File: config.mk
export PLATFORM = sky130hd
export DESIGN_NAME = sof_frame_deframer_crc8_crc16
export DESIGN_NICKNAME = d
export VERILOG_FILES = /design/src/rtl/sfd_pkg.sv /design/src/rtl/sfd_fifo.sv /design/src/rtl/sfd_front.sv /design/src/rtl/sfd_back.sv /design/src/rtl/sof_frame_deframer_crc8_crc16.sv
export VERILOG_INCLUDE_DIRS = /design/src /design/src/rtl
export SDC_FILE = /design/constraint.sdc
export NUM_CORES = 1
export LEC_CHECK = 0
export ABC_AREA = 1
export BUFFER_PORTS_ARGS = -buffer_cell sky130_fd_sc_hd__buf_2
export CORE_MARGIN = 5
export CORE_UTILIZATION = 26
export CTS_CLUSTER_DIAMETER = 100
export DETAILED_ROUTE_END_ITERATION = 10
export GPL_TIMING_DRIVEN = 0
export HOLD_SLACK_MARGIN = 0.15
export PLACE_DENSITY_LB_ADDON = 0.12
export SETUP_SLACK_MARGIN = 0.05
export SLEW_MARGIN = 20
export SYNTH_ARGS = -nofsm -noshare
export SYNTH_HDL_FRONTEND = slang
export SYNTH_SLANG_ARGS = --single-unit
File: constraint.sdc
create_clock -name aclk -period 17.2 [get_ports aclk]
set_input_delay 0.86 -clock aclk [delete_from_list [all_inputs] [get_ports aclk]]
set_output_delay 0.86 -clock aclk [all_outputs]
set_load 0.02 [all_outputs]
File: src/rtl/sof_frame_deframer_crc8_crc16_assert.svh
// Assertion macros for the frame deframer, empty in synthesis builds.
`ifndef SOF_FRAME_DEFRAMER_CRC8_CRC16_ASSERT_SVH
`define SOF_FRAME_DEFRAMER_CRC8_CRC16_ASSERT_SVH

`ifndef SYNTHESIS
`define SFD_ASSERT_IMP(lbl, clk, rstn, ante, cons) \
    lbl: assert property (@(posedge clk) disable iff (!rstn) (ante) |-> (cons)) \
        else $error("sfd assertion failed");
`define SFD_ASSERT_NXT(lbl, clk, rstn, ante, cons) \
    lbl: assert property (@(posedge clk) disable iff (!rstn) (ante) |=> (cons)) \
        else $error("sfd assertion failed");
`else
`define SFD_ASSERT_IMP(lbl, clk, rstn, ante, cons)
`define SFD_ASSERT_NXT(lbl, clk, rstn, ante, cons)
`endif

`endif

File: src/rtl/sfd_pkg.sv
// Shared types, constants and CRC functions of the frame deframer.
package sfd_pkg;

    // register reset values
    localparam logic [7:0]  START_BYTE_RESET = 8'hA5;
    localparam logic [15:0] MAX_FRAME_RESET  = 16'd128;

    // register indexes (address bit 2)
    localparam logic REG_START_BYTE = 1'b0;
    localparam logic REG_MAX_FRAME  = 1'b1;

    // frame layout
    localparam logic [15:0] HDR_BYTES   = 16'd5;
    localparam logic [16:0] OVERHEAD    = 17'd9;
    localparam logic [16:0] BODY_TAIL   = 17'd7; // overhead less the two check bytes
    localparam logic [15:0] CMD_HI_IDX  = 16'd6;
    localparam logic [15:0] PAYLOAD_IDX = 16'd7;

    // CRC settings
    localparam logic [7:0]  CRC8_INIT  = 8'hFF;
    localparam logic [7:0]  CRC8_POLY  = 8'h8C;  // 0x31 reflected
    localparam logic [15:0] CRC16_INIT = 16'hFFFF;
    localparam logic [15:0] CRC16_POLY = 16'h8408;

    // parser steps
    localparam logic [2:0] STEP_HUNT   = 3'd0;
    localparam logic [2:0] STEP_LEN_LO = 3'd1;
    localparam logic [2:0] STEP_LEN_HI = 3'd2;
    localparam logic [2:0] STEP_SEQ    = 3'd3;
    localparam logic [2:0] STEP_HCRC   = 3'd4;
    localparam logic [2:0] STEP_BODY   = 3'd5;

    // result kinds
    localparam logic [1:0] KIND_PAYLOAD = 2'd0;
    localparam logic [1:0] KIND_GOOD    = 2'd1;
    localparam logic [1:0] KIND_BAD     = 2'd2;

    localparam int QUEUE_DEPTH = 4;

    // one queued item from parser to output stage
    typedef struct packed {
        logic        verdict;
        logic        good;
        logic [7:0]  data;
        logic [15:0] offset;
        logic [15:0] cmd;
        logic [15:0] len;
        logic [7:0]  seq;
    } sfd_item_t;

    typedef struct packed {
        logic full;
        logic empty;
    } sfd_q_stat_t;

    function automatic logic [7:0] crc8_byte(input logic [7:0] crc, input logic [7:0] b);
        logic [7:0] c;
        c = crc ^ b;
        for (int i = 0; i < 8; i++) begin
            c = c[0] ? ((c >> 1) ^ CRC8_POLY) : (c >> 1);
        end
        return c;
    endfunction

    function automatic logic [15:0] crc16_byte(input logic [15:0] crc, input logic [7:0] b);
        logic [15:0] c;
        c = crc ^ {8'h00, b};
        for (int i = 0; i < 8; i++) begin
            c = c[0] ? ((c >> 1) ^ CRC16_POLY) : (c >> 1);
        end
        return c;
    endfunction

endpackage

File: src/rtl/sfd_fifo.sv
// Short item queue between the frame parser and the output stage.
`include "sof_frame_deframer_crc8_crc16_assert.svh"

module sfd_fifo #(
    parameter int DEPTH = sfd_pkg::QUEUE_DEPTH
) (
    input  logic                  aclk,
    input  logic                  aresetn,
    input  logic                  push,
    input  sfd_pkg::sfd_item_t    push_item,
    input  logic                  pop,
    output sfd_pkg::sfd_item_t    head_item,
    output sfd_pkg::sfd_q_stat_t  stat
);
    localparam int PTR_W = (DEPTH > 1) ? $clog2(DEPTH) : 1;
    localparam int CNT_W = $clog2(DEPTH + 1);
    localparam logic [PTR_W-1:0] LAST = PTR_W'(DEPTH - 1);
    localparam logic [CNT_W-1:0] FULL_CNT = CNT_W'(DEPTH);

    sfd_pkg::sfd_item_t slot_reg [DEPTH];
    logic [PTR_W-1:0] wr_ptr_reg, wr_ptr_next;
    logic [PTR_W-1:0] rd_ptr_reg, rd_ptr_next;
    logic [CNT_W-1:0] count_reg, count_next;

    assign stat.full  = (count_reg == FULL_CNT);
    assign stat.empty = (count_reg == '0);
    assign head_item  = slot_reg[rd_ptr_reg];

    always_comb begin
        wr_ptr_next = wr_ptr_reg;
        rd_ptr_next = rd_ptr_reg;
        count_next  = count_reg;
        if (push) begin
            wr_ptr_next = (wr_ptr_reg == LAST) ? '0 : wr_ptr_reg + 1'b1;
        end
        if (pop) begin
            rd_ptr_next = (rd_ptr_reg == LAST) ? '0 : rd_ptr_reg + 1'b1;
        end
        if (push && !pop) begin
            count_next = count_reg + 1'b1;
        end else if (pop && !push) begin
            count_next = count_reg - 1'b1;
        end
    end

    always_ff @(posedge aclk) begin
        if (!aresetn) begin
            wr_ptr_reg <= '0;
            rd_ptr_reg <= '0;
            count_reg  <= '0;
        end else begin
            wr_ptr_reg <= wr_ptr_next;
            rd_ptr_reg <= rd_ptr_next;
            count_reg  <= count_next;
        end
    end

    always_ff @(posedge aclk) begin
        if (push) begin
            slot_reg[wr_ptr_reg] <= push_item;
        end
    end

    `SFD_ASSERT_IMP(a_no_push_full, aclk, aresetn, push, !stat.full)
    `SFD_ASSERT_IMP(a_no_pop_empty, aclk, aresetn, pop, !stat.empty)
    `SFD_ASSERT_NXT(a_push_fills, aclk, aresetn, push && !pop, !stat.empty)
    `SFD_ASSERT_IMP(a_count_bound, aclk, aresetn, 1'b1, count_reg <= FULL_CNT)

endmodule

File: src/rtl/sfd_front.sv
// Frame parser: hunts, checks the header CRC8, runs the frame CRC16 and queues results.
module sfd_front (
    input  logic               aclk,
    input  logic               aresetn,
    input  logic               byte_fire,
    input  logic [7:0]         rx_byte,
    input  logic [7:0]         start_byte,
    input  logic [15:0]        max_frame_bytes,
    output logic               push,
    output sfd_pkg::sfd_item_t push_item
);
    logic [2:0]  step_reg, step_next;
    logic [15:0] count_reg, count_next;
    logic [15:0] len_reg, len_next;
    logic [7:0]  hcrc_reg, hcrc_next;
    logic [15:0] fcrc_reg, fcrc_next;
    logic [7:0]  seq_reg, seq_next;
    logic [15:0] cmd_reg, cmd_next;
    logic [7:0]  chk_lo_reg, chk_lo_next;

    logic [7:0]  hcrc_base;
    logic [15:0] fcrc_base;
    logic [7:0]  hcrc_upd;
    logic [15:0] fcrc_upd;
    logic [15:0] len_full;
    logic [16:0] idx17;
    logic [16:0] tail_idx;
    logic        in_data;

    // a start byte reseeds both CRCs
    assign hcrc_base = (step_reg == sfd_pkg::STEP_HUNT) ? sfd_pkg::CRC8_INIT : hcrc_reg;
    assign fcrc_base = (step_reg == sfd_pkg::STEP_HUNT) ? sfd_pkg::CRC16_INIT : fcrc_reg;
    assign hcrc_upd  = sfd_pkg::crc8_byte(hcrc_base, rx_byte);
    assign fcrc_upd  = sfd_pkg::crc16_byte(fcrc_base, rx_byte);

    assign len_full = {rx_byte, len_reg[7:0]};
    assign idx17    = {1'b0, count_reg};
    assign tail_idx = {1'b0, len_reg} + sfd_pkg::BODY_TAIL;   // index of check low byte
    assign in_data  = idx17 < tail_idx;

    always_comb begin
        step_next   = step_reg;
        count_next  = count_reg;
        len_next    = len_reg;
        hcrc_next   = hcrc_reg;
        fcrc_next   = fcrc_reg;
        seq_next    = seq_reg;
        cmd_next    = cmd_reg;
        chk_lo_next = chk_lo_reg;
        push        = 1'b0;
        push_item.verdict = 1'b0;
        push_item.good    = 1'b0;
        push_item.data    = rx_byte;
        push_item.offset  = count_reg - sfd_pkg::PAYLOAD_IDX;
        push_item.cmd     = cmd_reg;
        push_item.len     = len_reg;
        push_item.seq     = seq_reg;
        if (byte_fire) begin
            case (step_reg)
                sfd_pkg::STEP_HUNT: begin
                    if (rx_byte == start_byte) begin
                        hcrc_next  = hcrc_upd;
                        fcrc_next  = fcrc_upd;
                        count_next = 16'd1;
                        step_next  = sfd_pkg::STEP_LEN_LO;
                    end else begin
                        count_next = '0;
                    end
                end
                sfd_pkg::STEP_LEN_LO: begin
                    len_next   = {8'h00, rx_byte};
                    hcrc_next  = hcrc_upd;
                    fcrc_next  = fcrc_upd;
                    count_next = 16'd2;
                    step_next  = sfd_pkg::STEP_LEN_HI;
                end
                sfd_pkg::STEP_LEN_HI: begin
                    len_next   = len_full;
                    hcrc_next  = hcrc_upd;
                    fcrc_next  = fcrc_upd;
                    count_next = 16'd3;
                    if (({1'b0, len_full} + sfd_pkg::OVERHEAD) < {1'b0, max_frame_bytes}) begin
                        step_next = sfd_pkg::STEP_SEQ;
                    end else begin
                        step_next  = sfd_pkg::STEP_HUNT;
                        count_next = '0;
                    end
                end
                sfd_pkg::STEP_SEQ: begin
                    seq_next   = rx_byte;
                    hcrc_next  = hcrc_upd;
                    fcrc_next  = fcrc_upd;
                    count_next = 16'd4;
                    step_next  = sfd_pkg::STEP_HCRC;
                end
                sfd_pkg::STEP_HCRC: begin
                    fcrc_next  = fcrc_upd;
                    count_next = sfd_pkg::HDR_BYTES;
                    if (rx_byte == hcrc_reg) begin
                        step_next = sfd_pkg::STEP_BODY;
                    end else begin
                        step_next  = sfd_pkg::STEP_HUNT;
                        count_next = '0;
                    end
                end
                sfd_pkg::STEP_BODY: begin
                    if (in_data) begin
                        fcrc_next = fcrc_upd;
                    end
                    if (count_reg == sfd_pkg::HDR_BYTES) begin
                        cmd_next = {8'h00, rx_byte};
                    end else if (count_reg == sfd_pkg::CMD_HI_IDX) begin
                        cmd_next = {rx_byte, cmd_reg[7:0]};
                    end else if (in_data) begin
                        push = 1'b1;
                    end else if (idx17 == tail_idx) begin
                        chk_lo_next = rx_byte;
                    end else begin
                        push              = 1'b1;
                        push_item.verdict = 1'b1;
                        push_item.good    = (chk_lo_reg == fcrc_reg[7:0]) &&
                                            (rx_byte == fcrc_reg[15:8]);
                    end
                    count_next = count_reg + 16'd1;
                    if ((idx17 + 17'd1) >= ({1'b0, len_reg} + sfd_pkg::OVERHEAD)) begin
                        step_next  = sfd_pkg::STEP_HUNT;
                        count_next = '0;
                    end
                end
                default: begin
                    step_next  = sfd_pkg::STEP_HUNT;
                    count_next = '0;
                end
            endcase
        end
    end

    always_ff @(posedge aclk) begin
        if (!aresetn) begin
            step_reg  <= sfd_pkg::STEP_HUNT;
            count_reg <= '0;
        end else begin
            step_reg  <= step_next;
            count_reg <= count_next;
        end
    end

    always_ff @(posedge aclk) begin
        len_reg    <= len_next;
        hcrc_reg   <= hcrc_next;
        fcrc_reg   <= fcrc_next;
        seq_reg    <= seq_next;
        cmd_reg    <= cmd_next;
        chk_lo_reg <= chk_lo_next;
    end

endmodule

File: src/rtl/sfd_back.sv
// Output stage: pops queued items, forms the result fields and holds them for the sink.
module sfd_back (
    input  logic                 aclk,
    input  logic                 aresetn,
    input  sfd_pkg::sfd_item_t   head_item,
    input  sfd_pkg::sfd_q_stat_t stat,
    output logic                 pop,
    output logic                 m_valid,
    input  logic                 m_ready,
    output logic [1:0]           m_kind,
    output logic [7:0]           m_payload_byte,
    output logic [15:0]          m_payload_offset,
    output logic [15:0]          m_command_word,
    output logic [15:0]          m_frame_length,
    output logic [7:0]           m_sequence_res
);
    logic        valid_reg, valid_next;
    logic [1:0]  kind_reg;
    logic [7:0]  byte_reg;
    logic [15:0] offset_reg;
    logic [15:0] cmd_reg;
    logic [15:0] len_reg;
    logic [7:0]  seq_reg;
    logic [1:0]  kind_next;

    assign pop = !stat.empty && (!valid_reg || m_ready);

    always_comb begin
        valid_next = valid_reg;
        if (pop) begin
            valid_next = 1'b1;
        end else if (m_ready) begin
            valid_next = 1'b0;
        end
        if (!head_item.verdict) begin
            kind_next = sfd_pkg::KIND_PAYLOAD;
        end else if (head_item.good) begin
            kind_next = sfd_pkg::KIND_GOOD;
        end else begin
            kind_next = sfd_pkg::KIND_BAD;
        end
    end

    always_ff @(posedge aclk) begin
        if (!aresetn) begin
            valid_reg <= 1'b0;
        end else begin
            valid_reg <= valid_next;
        end
    end

    always_ff @(posedge aclk) begin
        if (pop) begin
            kind_reg   <= kind_next;
            byte_reg   <= head_item.verdict ? 8'h00 : head_item.data;
            offset_reg <= head_item.verdict ? 16'h0000 : head_item.offset;
            cmd_reg    <= head_item.cmd;
            len_reg    <= head_item.len;
            seq_reg    <= head_item.seq;
        end
    end

    assign m_valid          = valid_reg;
    assign m_kind           = kind_reg;
    assign m_payload_byte   = byte_reg;
    assign m_payload_offset = offset_reg;
    assign m_command_word   = cmd_reg;
    assign m_frame_length   = len_reg;
    assign m_sequence_res   = seq_reg;

endmodule

File: src/rtl/sof_frame_deframer_crc8_crc16.sv
// Top level of the start-byte frame deframer with header CRC8 and frame CRC16.
//
// Receives one byte per item on the s_ channel and reports on the m_ channel. Frame layout:
// start byte, length (LE 16 bit), sequence byte, header CRC8 (reflected 0x31, init 0xFF, over
// the first four bytes), command id (LE 16 bit), payload, CRC16 (reflected 0x8408, init 0xFFFF,
// no final xor, low byte first, over everything before it). A header whose length + 9 is not
// below max_frame_bytes, or whose CRC8 is wrong, is dropped silently and hunting restarts with
// the next byte. Each payload byte comes out as a tentative item (kind 0) as soon as it
// arrives; after the last check byte one verdict item follows, kind 1 to commit the frame or
// kind 2 to drop it. The parser takes one byte per clock while s_ready is high and updates both
// CRCs in the cycle the byte is taken. A result is written into the queue on the accepting edge
// and then loaded into the output register that drives m_valid. A small queue (QUEUE_DEPTH items)
// decouples the parser from the output register, so s_ready only drops once the queue is full
// behind a stalled sink.
// Registers: start_byte at 0x0 (reset 0xA5), max_frame_bytes at 0x4 (reset 128); write them
// only while the block is idle.
module sof_frame_deframer_crc8_crc16 #(
    parameter int QUEUE_DEPTH = sfd_pkg::QUEUE_DEPTH
) (
    input  logic        aclk,
    input  logic        aresetn,
    // byte input
    input  logic        s_valid,
    output logic        s_ready,
    input  logic [7:0]  s_rx_byte,
    // result output
    output logic        m_valid,
    input  logic        m_ready,
    output logic [1:0]  m_kind,
    output logic [7:0]  m_payload_byte,
    output logic [15:0] m_payload_offset,
    output logic [15:0] m_command_word,
    output logic [15:0] m_frame_length,
    output logic [7:0]  m_sequence_res,
    // register port
    input  logic        psel,
    input  logic        penable,
    input  logic        pwrite,
    input  logic [2:0]  paddr,
    input  logic [31:0] pwdata,
    output logic [31:0] prdata,
    output logic        pready
);
    logic        byte_fire;
    logic        push;
    logic        pop;
    logic        cfg_wr;
    logic [7:0]  start_byte_reg, start_byte_next;
    logic [15:0] max_frame_reg, max_frame_next;

    sfd_pkg::sfd_item_t   push_item;
    sfd_pkg::sfd_item_t   head_item;
    sfd_pkg::sfd_q_stat_t q_stat;

    // register port: zero wait states, word index in address bit 2
    assign pready = 1'b1;
    assign cfg_wr = psel && penable && pwrite && pready;

    always_comb begin
        start_byte_next = start_byte_reg;
        max_frame_next  = max_frame_reg;
        if (cfg_wr) begin
            case (paddr[2])
                sfd_pkg::REG_START_BYTE: start_byte_next = pwdata[7:0];
                sfd_pkg::REG_MAX_FRAME:  max_frame_next  = pwdata[15:0];
                default: ;
            endcase
        end
        case (paddr[2])
            sfd_pkg::REG_START_BYTE: prdata = {24'h000000, start_byte_reg};
            sfd_pkg::REG_MAX_FRAME:  prdata = {16'h0000, max_frame_reg};
            default:                 prdata = '0;
        endcase
    end

    always_ff @(posedge aclk) begin
        if (!aresetn) begin
            start_byte_reg <= sfd_pkg::START_BYTE_RESET;
            max_frame_reg  <= sfd_pkg::MAX_FRAME_RESET;
        end else begin
            start_byte_reg <= start_byte_next;
            max_frame_reg  <= max_frame_next;
        end
    end

    // a byte is taken whenever the queue has room for the item it may cause
    assign s_ready   = !q_stat.full;
    assign byte_fire = s_valid && s_ready;

    sfd_front u_front (
        .aclk            (aclk),
        .aresetn         (aresetn),
        .byte_fire       (byte_fire),
        .rx_byte         (s_rx_byte),
        .start_byte      (start_byte_reg),
        .max_frame_bytes (max_frame_reg),
        .push            (push),
        .push_item       (push_item)
    );

    sfd_fifo #(
        .DEPTH (QUEUE_DEPTH)
    ) u_fifo (
        .aclk      (aclk),
        .aresetn   (aresetn),
        .push      (push),
        .push_item (push_item),
        .pop       (pop),
        .head_item (head_item),
        .stat      (q_stat)
    );

    sfd_back u_back (
        .aclk             (aclk),
        .aresetn          (aresetn),
        .head_item        (head_item),
        .stat             (q_stat),
        .pop              (pop),
        .m_valid          (m_valid),
        .m_ready          (m_ready),
        .m_kind           (m_kind),
        .m_payload_byte   (m_payload_byte),
        .m_payload_offset (m_payload_offset),
        .m_command_word   (m_command_word),
        .m_frame_length   (m_frame_length),
        .m_sequence_res   (m_sequence_res)
    );

endmodule

==> results.py <==
metrics = {
    "route": {
        "wl_met3_um": 2540,
        "wl_per_cell_um": 18.5,
        "met2_length_um": 27300,
        "met1_length_um": 26800,
        "wirelength_um": 57400,
        "dr.max_layer_used": "met4",
        "vias_per_cell": 4.33,
        "num_vias": 13444,
        "drc": 0,
        "drt_iter0_drc": 780,
        "ant_nets": 0,
        "drt_pass1_iterations": 5,
    },
    "worst_setup_path": {
        "worstPathCellList": "inv_1 -> ha_1 -> inv_1 -> o21ai_1 -> nor2_1 -> nand2_1 -> o21ai_0 -> ha_1 -> a21oi_1 -> o21ai_0 -> or2_2 -> nand2_1 -> nand3_1 -> nand2_1 -> nand2_2 -> nor2_4 -> buf_12 -> buf_12",
        "path_delay_family": "simple AND/OR/NAND/NOR gates",
        "path_max_fanout": 19,
        "start_kind": "register",
        "arrival_ps": 5210,
        "critPathBufInv": 4,
        "worstPathRequired_ps": 17500,
        "cpMaxStageDelayCell": "edfxtp_1",
        "crit_path_end_kind": "register",
        "crit_type": "reg2reg",
        "cp_common_cell": "nand2_1",
        "critPathMaxStageDelay_ps": 650,
    },
    "grt": {
        "grt_overflow": 0,
        "grt_max_degree": 24,
        "grt_first_pass_wirelength_um": 85900,
        "grt_use_total": 0.132,
        "antenna_found_initial": 4,
        "grt_pass1_vias": 13358,
    },
    "run_status": {
        "status": "completed",
    },
    "synth": {
        "synth_cells": 1814,
        "synth-seq-cells": 455,
        "synth_area_sq_mm": 0.0204,
        "ys_warn_count": 0,
        "synth_cell_types": 56,
        "syn_avg_cell_area_sq_um": 11.3,
        "async_flop_share": 0,
        "synth_edf_count": 402,
        "synthFlopType": "edfxtp_1",
        "ys_seq_area_frac": 0.643,
    },
    "sta": {
        "tightestPinTransition_ps": 1070,
        "min_period_ps": 4920,
        "rsz0062_at_grt": "false",
        "setup_violations": 0,
        "fmax_ghz": 0.203,
        "fin_ws_ps": 12280,
        "drv_slew": 0,
        "skew_ps": 56.5,
        "setup_tns_ps": 0,
        "hold_viol": 0,
        "relSlewSlack": 0.285,
        "fin_crit_sh": 0.286,
    },
    "final_layout": {
        "drive_gt1_frac": 0.147,
        "multiInputGateArea_sq_mm": 0.00626,
        "area_growth_pct": 20.7,
        "largest_reg_flops": 264,
        "fin_nets": 2130,
        "fillers": 7891,
        "antenna_cells": 0,
        "layout.area.seq_sq_mm": 0.0131,
    },
    "cts": {
        "clock_latency_ps": 630,
        "clk_path_buf_depth": 3,
        "cts_made_buffers": 53,
        "postCtsResizedCells": 0,
        "post_cts_buffers": 0,
        "cts_sinks": 455,
        "htree_num_levels": 2,
        "cts_hold_buffers": 0,
        "cts_tree": "built",
        "root_buffer": "clkbuf_16",
        "path_clk_slew_ps": 60,
    },
    "floorplanning": {
        "fp.dieH_um": 290,
        "dieArea_sq_mm": 0.0843,
        "die_w_um": 290,
        "boundaryPins": 151,
        "start_util": 0.263,
        "rows": 102,
        "fp.coreArea_sq_mm": 0.0777,
    },
    "power": {
        "totalPowerFinal_mw": 3.21,
        "peakVddDrop_uv": 82.2,
        "power.density_mw_per_mm2": 130,
        "p_leak_nw": 9.24,
    },
    "worst_hold_path": {
        "hp-class": "reg2reg",
    },
    "place": {
        "io_buffers": 115,
        "pre_cts_slack_ps": 12300,
        "hpwlAfterDp_um": 41000,
        "globalplace.congestion": 0.813,
    },
    "run": {
        "cap_violations": 0,
    },
}
through the flow:
step / hold slack, ps / cells / instance area [sq um] / util
after global routing: 475 / 3102 / 24700 / 0.317
after detailed placement: 480 / 3005 / 22900 / 0.295
after global placement: 467 / 2984 / 22400 / 0.288
final: 474 / 3102 / 24700 / 0.317
after CTS: 454 / 3102 / 24700 / 0.317
after floorplan: 449 / 1829 / 20500 / -
layout by cell type (no fill, tap or decap), types with 36 or more instances in the layout:
cell type / instances
o22ai_1: 66
nor2_1: 243
inv_1: 180
nand3_1: 36
buf_2: 125
clkbuf_16: 53
nand2_1: 242
edfxtp_1: 402
xor2_1: 71
clkbuf_1: 72
ha_1: 59
dfxtp_1: 53
a21oi_1: 60
o21ai_0: 173
Yosys cell counts, types with 7 or more instances:
cell type / count / area share
a21oi_1: 61 / 0.015
buf_2: 10 / 0.0025
buf_4: 19 / 0.0070
clkbuf_1: 59 / 0.011
dfxtp_1: 53 / 0.052
edfxtp_1: 402 / 0.59
ha_1: 59 / 0.036
inv_1: 180 / 0.033
nand2_1: 242 / 0.044
nand3_1: 36 / 0.0088
nand4_1: 9 / 0.0028
nor2_1: 248 / 0.046
nor3_1: 13 / 0.0032
nor4_1: 7 / 0.0021
o21ai_0: 173 / 0.042
o22ai_1: 66 / 0.020
xnor2_1: 26 / 0.011
xor2_1: 71 / 0.030
xor2_2: 12 / 0.0096
cell families (layout without fill, tap and decap cells):
family	count (synthesis)	count (layout)	share of synthesized area
compound gates	319	319	0.0852
xor+xnor	116	116	0.0584
fa+ha+maj	60	60	0.0371
buf+inv	277	510	0.0560
flops	455	455	0.643
other cells	2	17	0.000368
simple gates	585	585	0.120
cell type report:
| type | instances | area share |
|---|---|---|
| buffer | 92 | 0.0181 |
| clock buffer | 70 | 0.0580 |
| clock inverter | 27 | 0.0130 |
| inverter | 185 | 0.0283 |
| multi-input combinational | 1097 | 0.254 |
| sequential | 455 | 0.533 |
| tap | 1040 | 0.0528 |
| timing repair buffer | 136 | 0.0435 |
per-layer routing:
metal	vias up	track usage
met3	55	0.0223
met2	302	0.223
met4	0	0.0235
met5	-	0
met1	6494	0.181
li1	6593	-
report_power, final:
group	switching, mW	internal [mW]
logic	0.512	0.210
registers	0.0325	1.34
clock network	0.458	0.663
total	1.00	2.21
final timing paths:
| check | cells past startpoint | end | from | slack, ps |
|---|---|---|---|---|
| setup / recovery | 18 | u_fifo.slot_reg[2][34]$_DFFE_PP_ | u_front.len_reg[0]$_DFFE_PP_ | 12280 |
| hold / removal | 0 | u_fifo.slot_reg[2][33]$_DFFE_PP_ | u_front.cmd_reg[9]$_SDFFCE_PP0P_ | 470 |
| setup reg to reg | 18 | u_fifo.slot_reg[2][34]$_DFFE_PP_ | u_front.len_reg[0]$_DFFE_PP_ | 12280 |
| hold reg to reg | 0 | u_fifo.slot_reg[2][33]$_DFFE_PP_ | u_front.cmd_reg[9]$_SDFFCE_PP0P_ | 470 |
No activity file was read; power rests on OpenSTA's default activity.
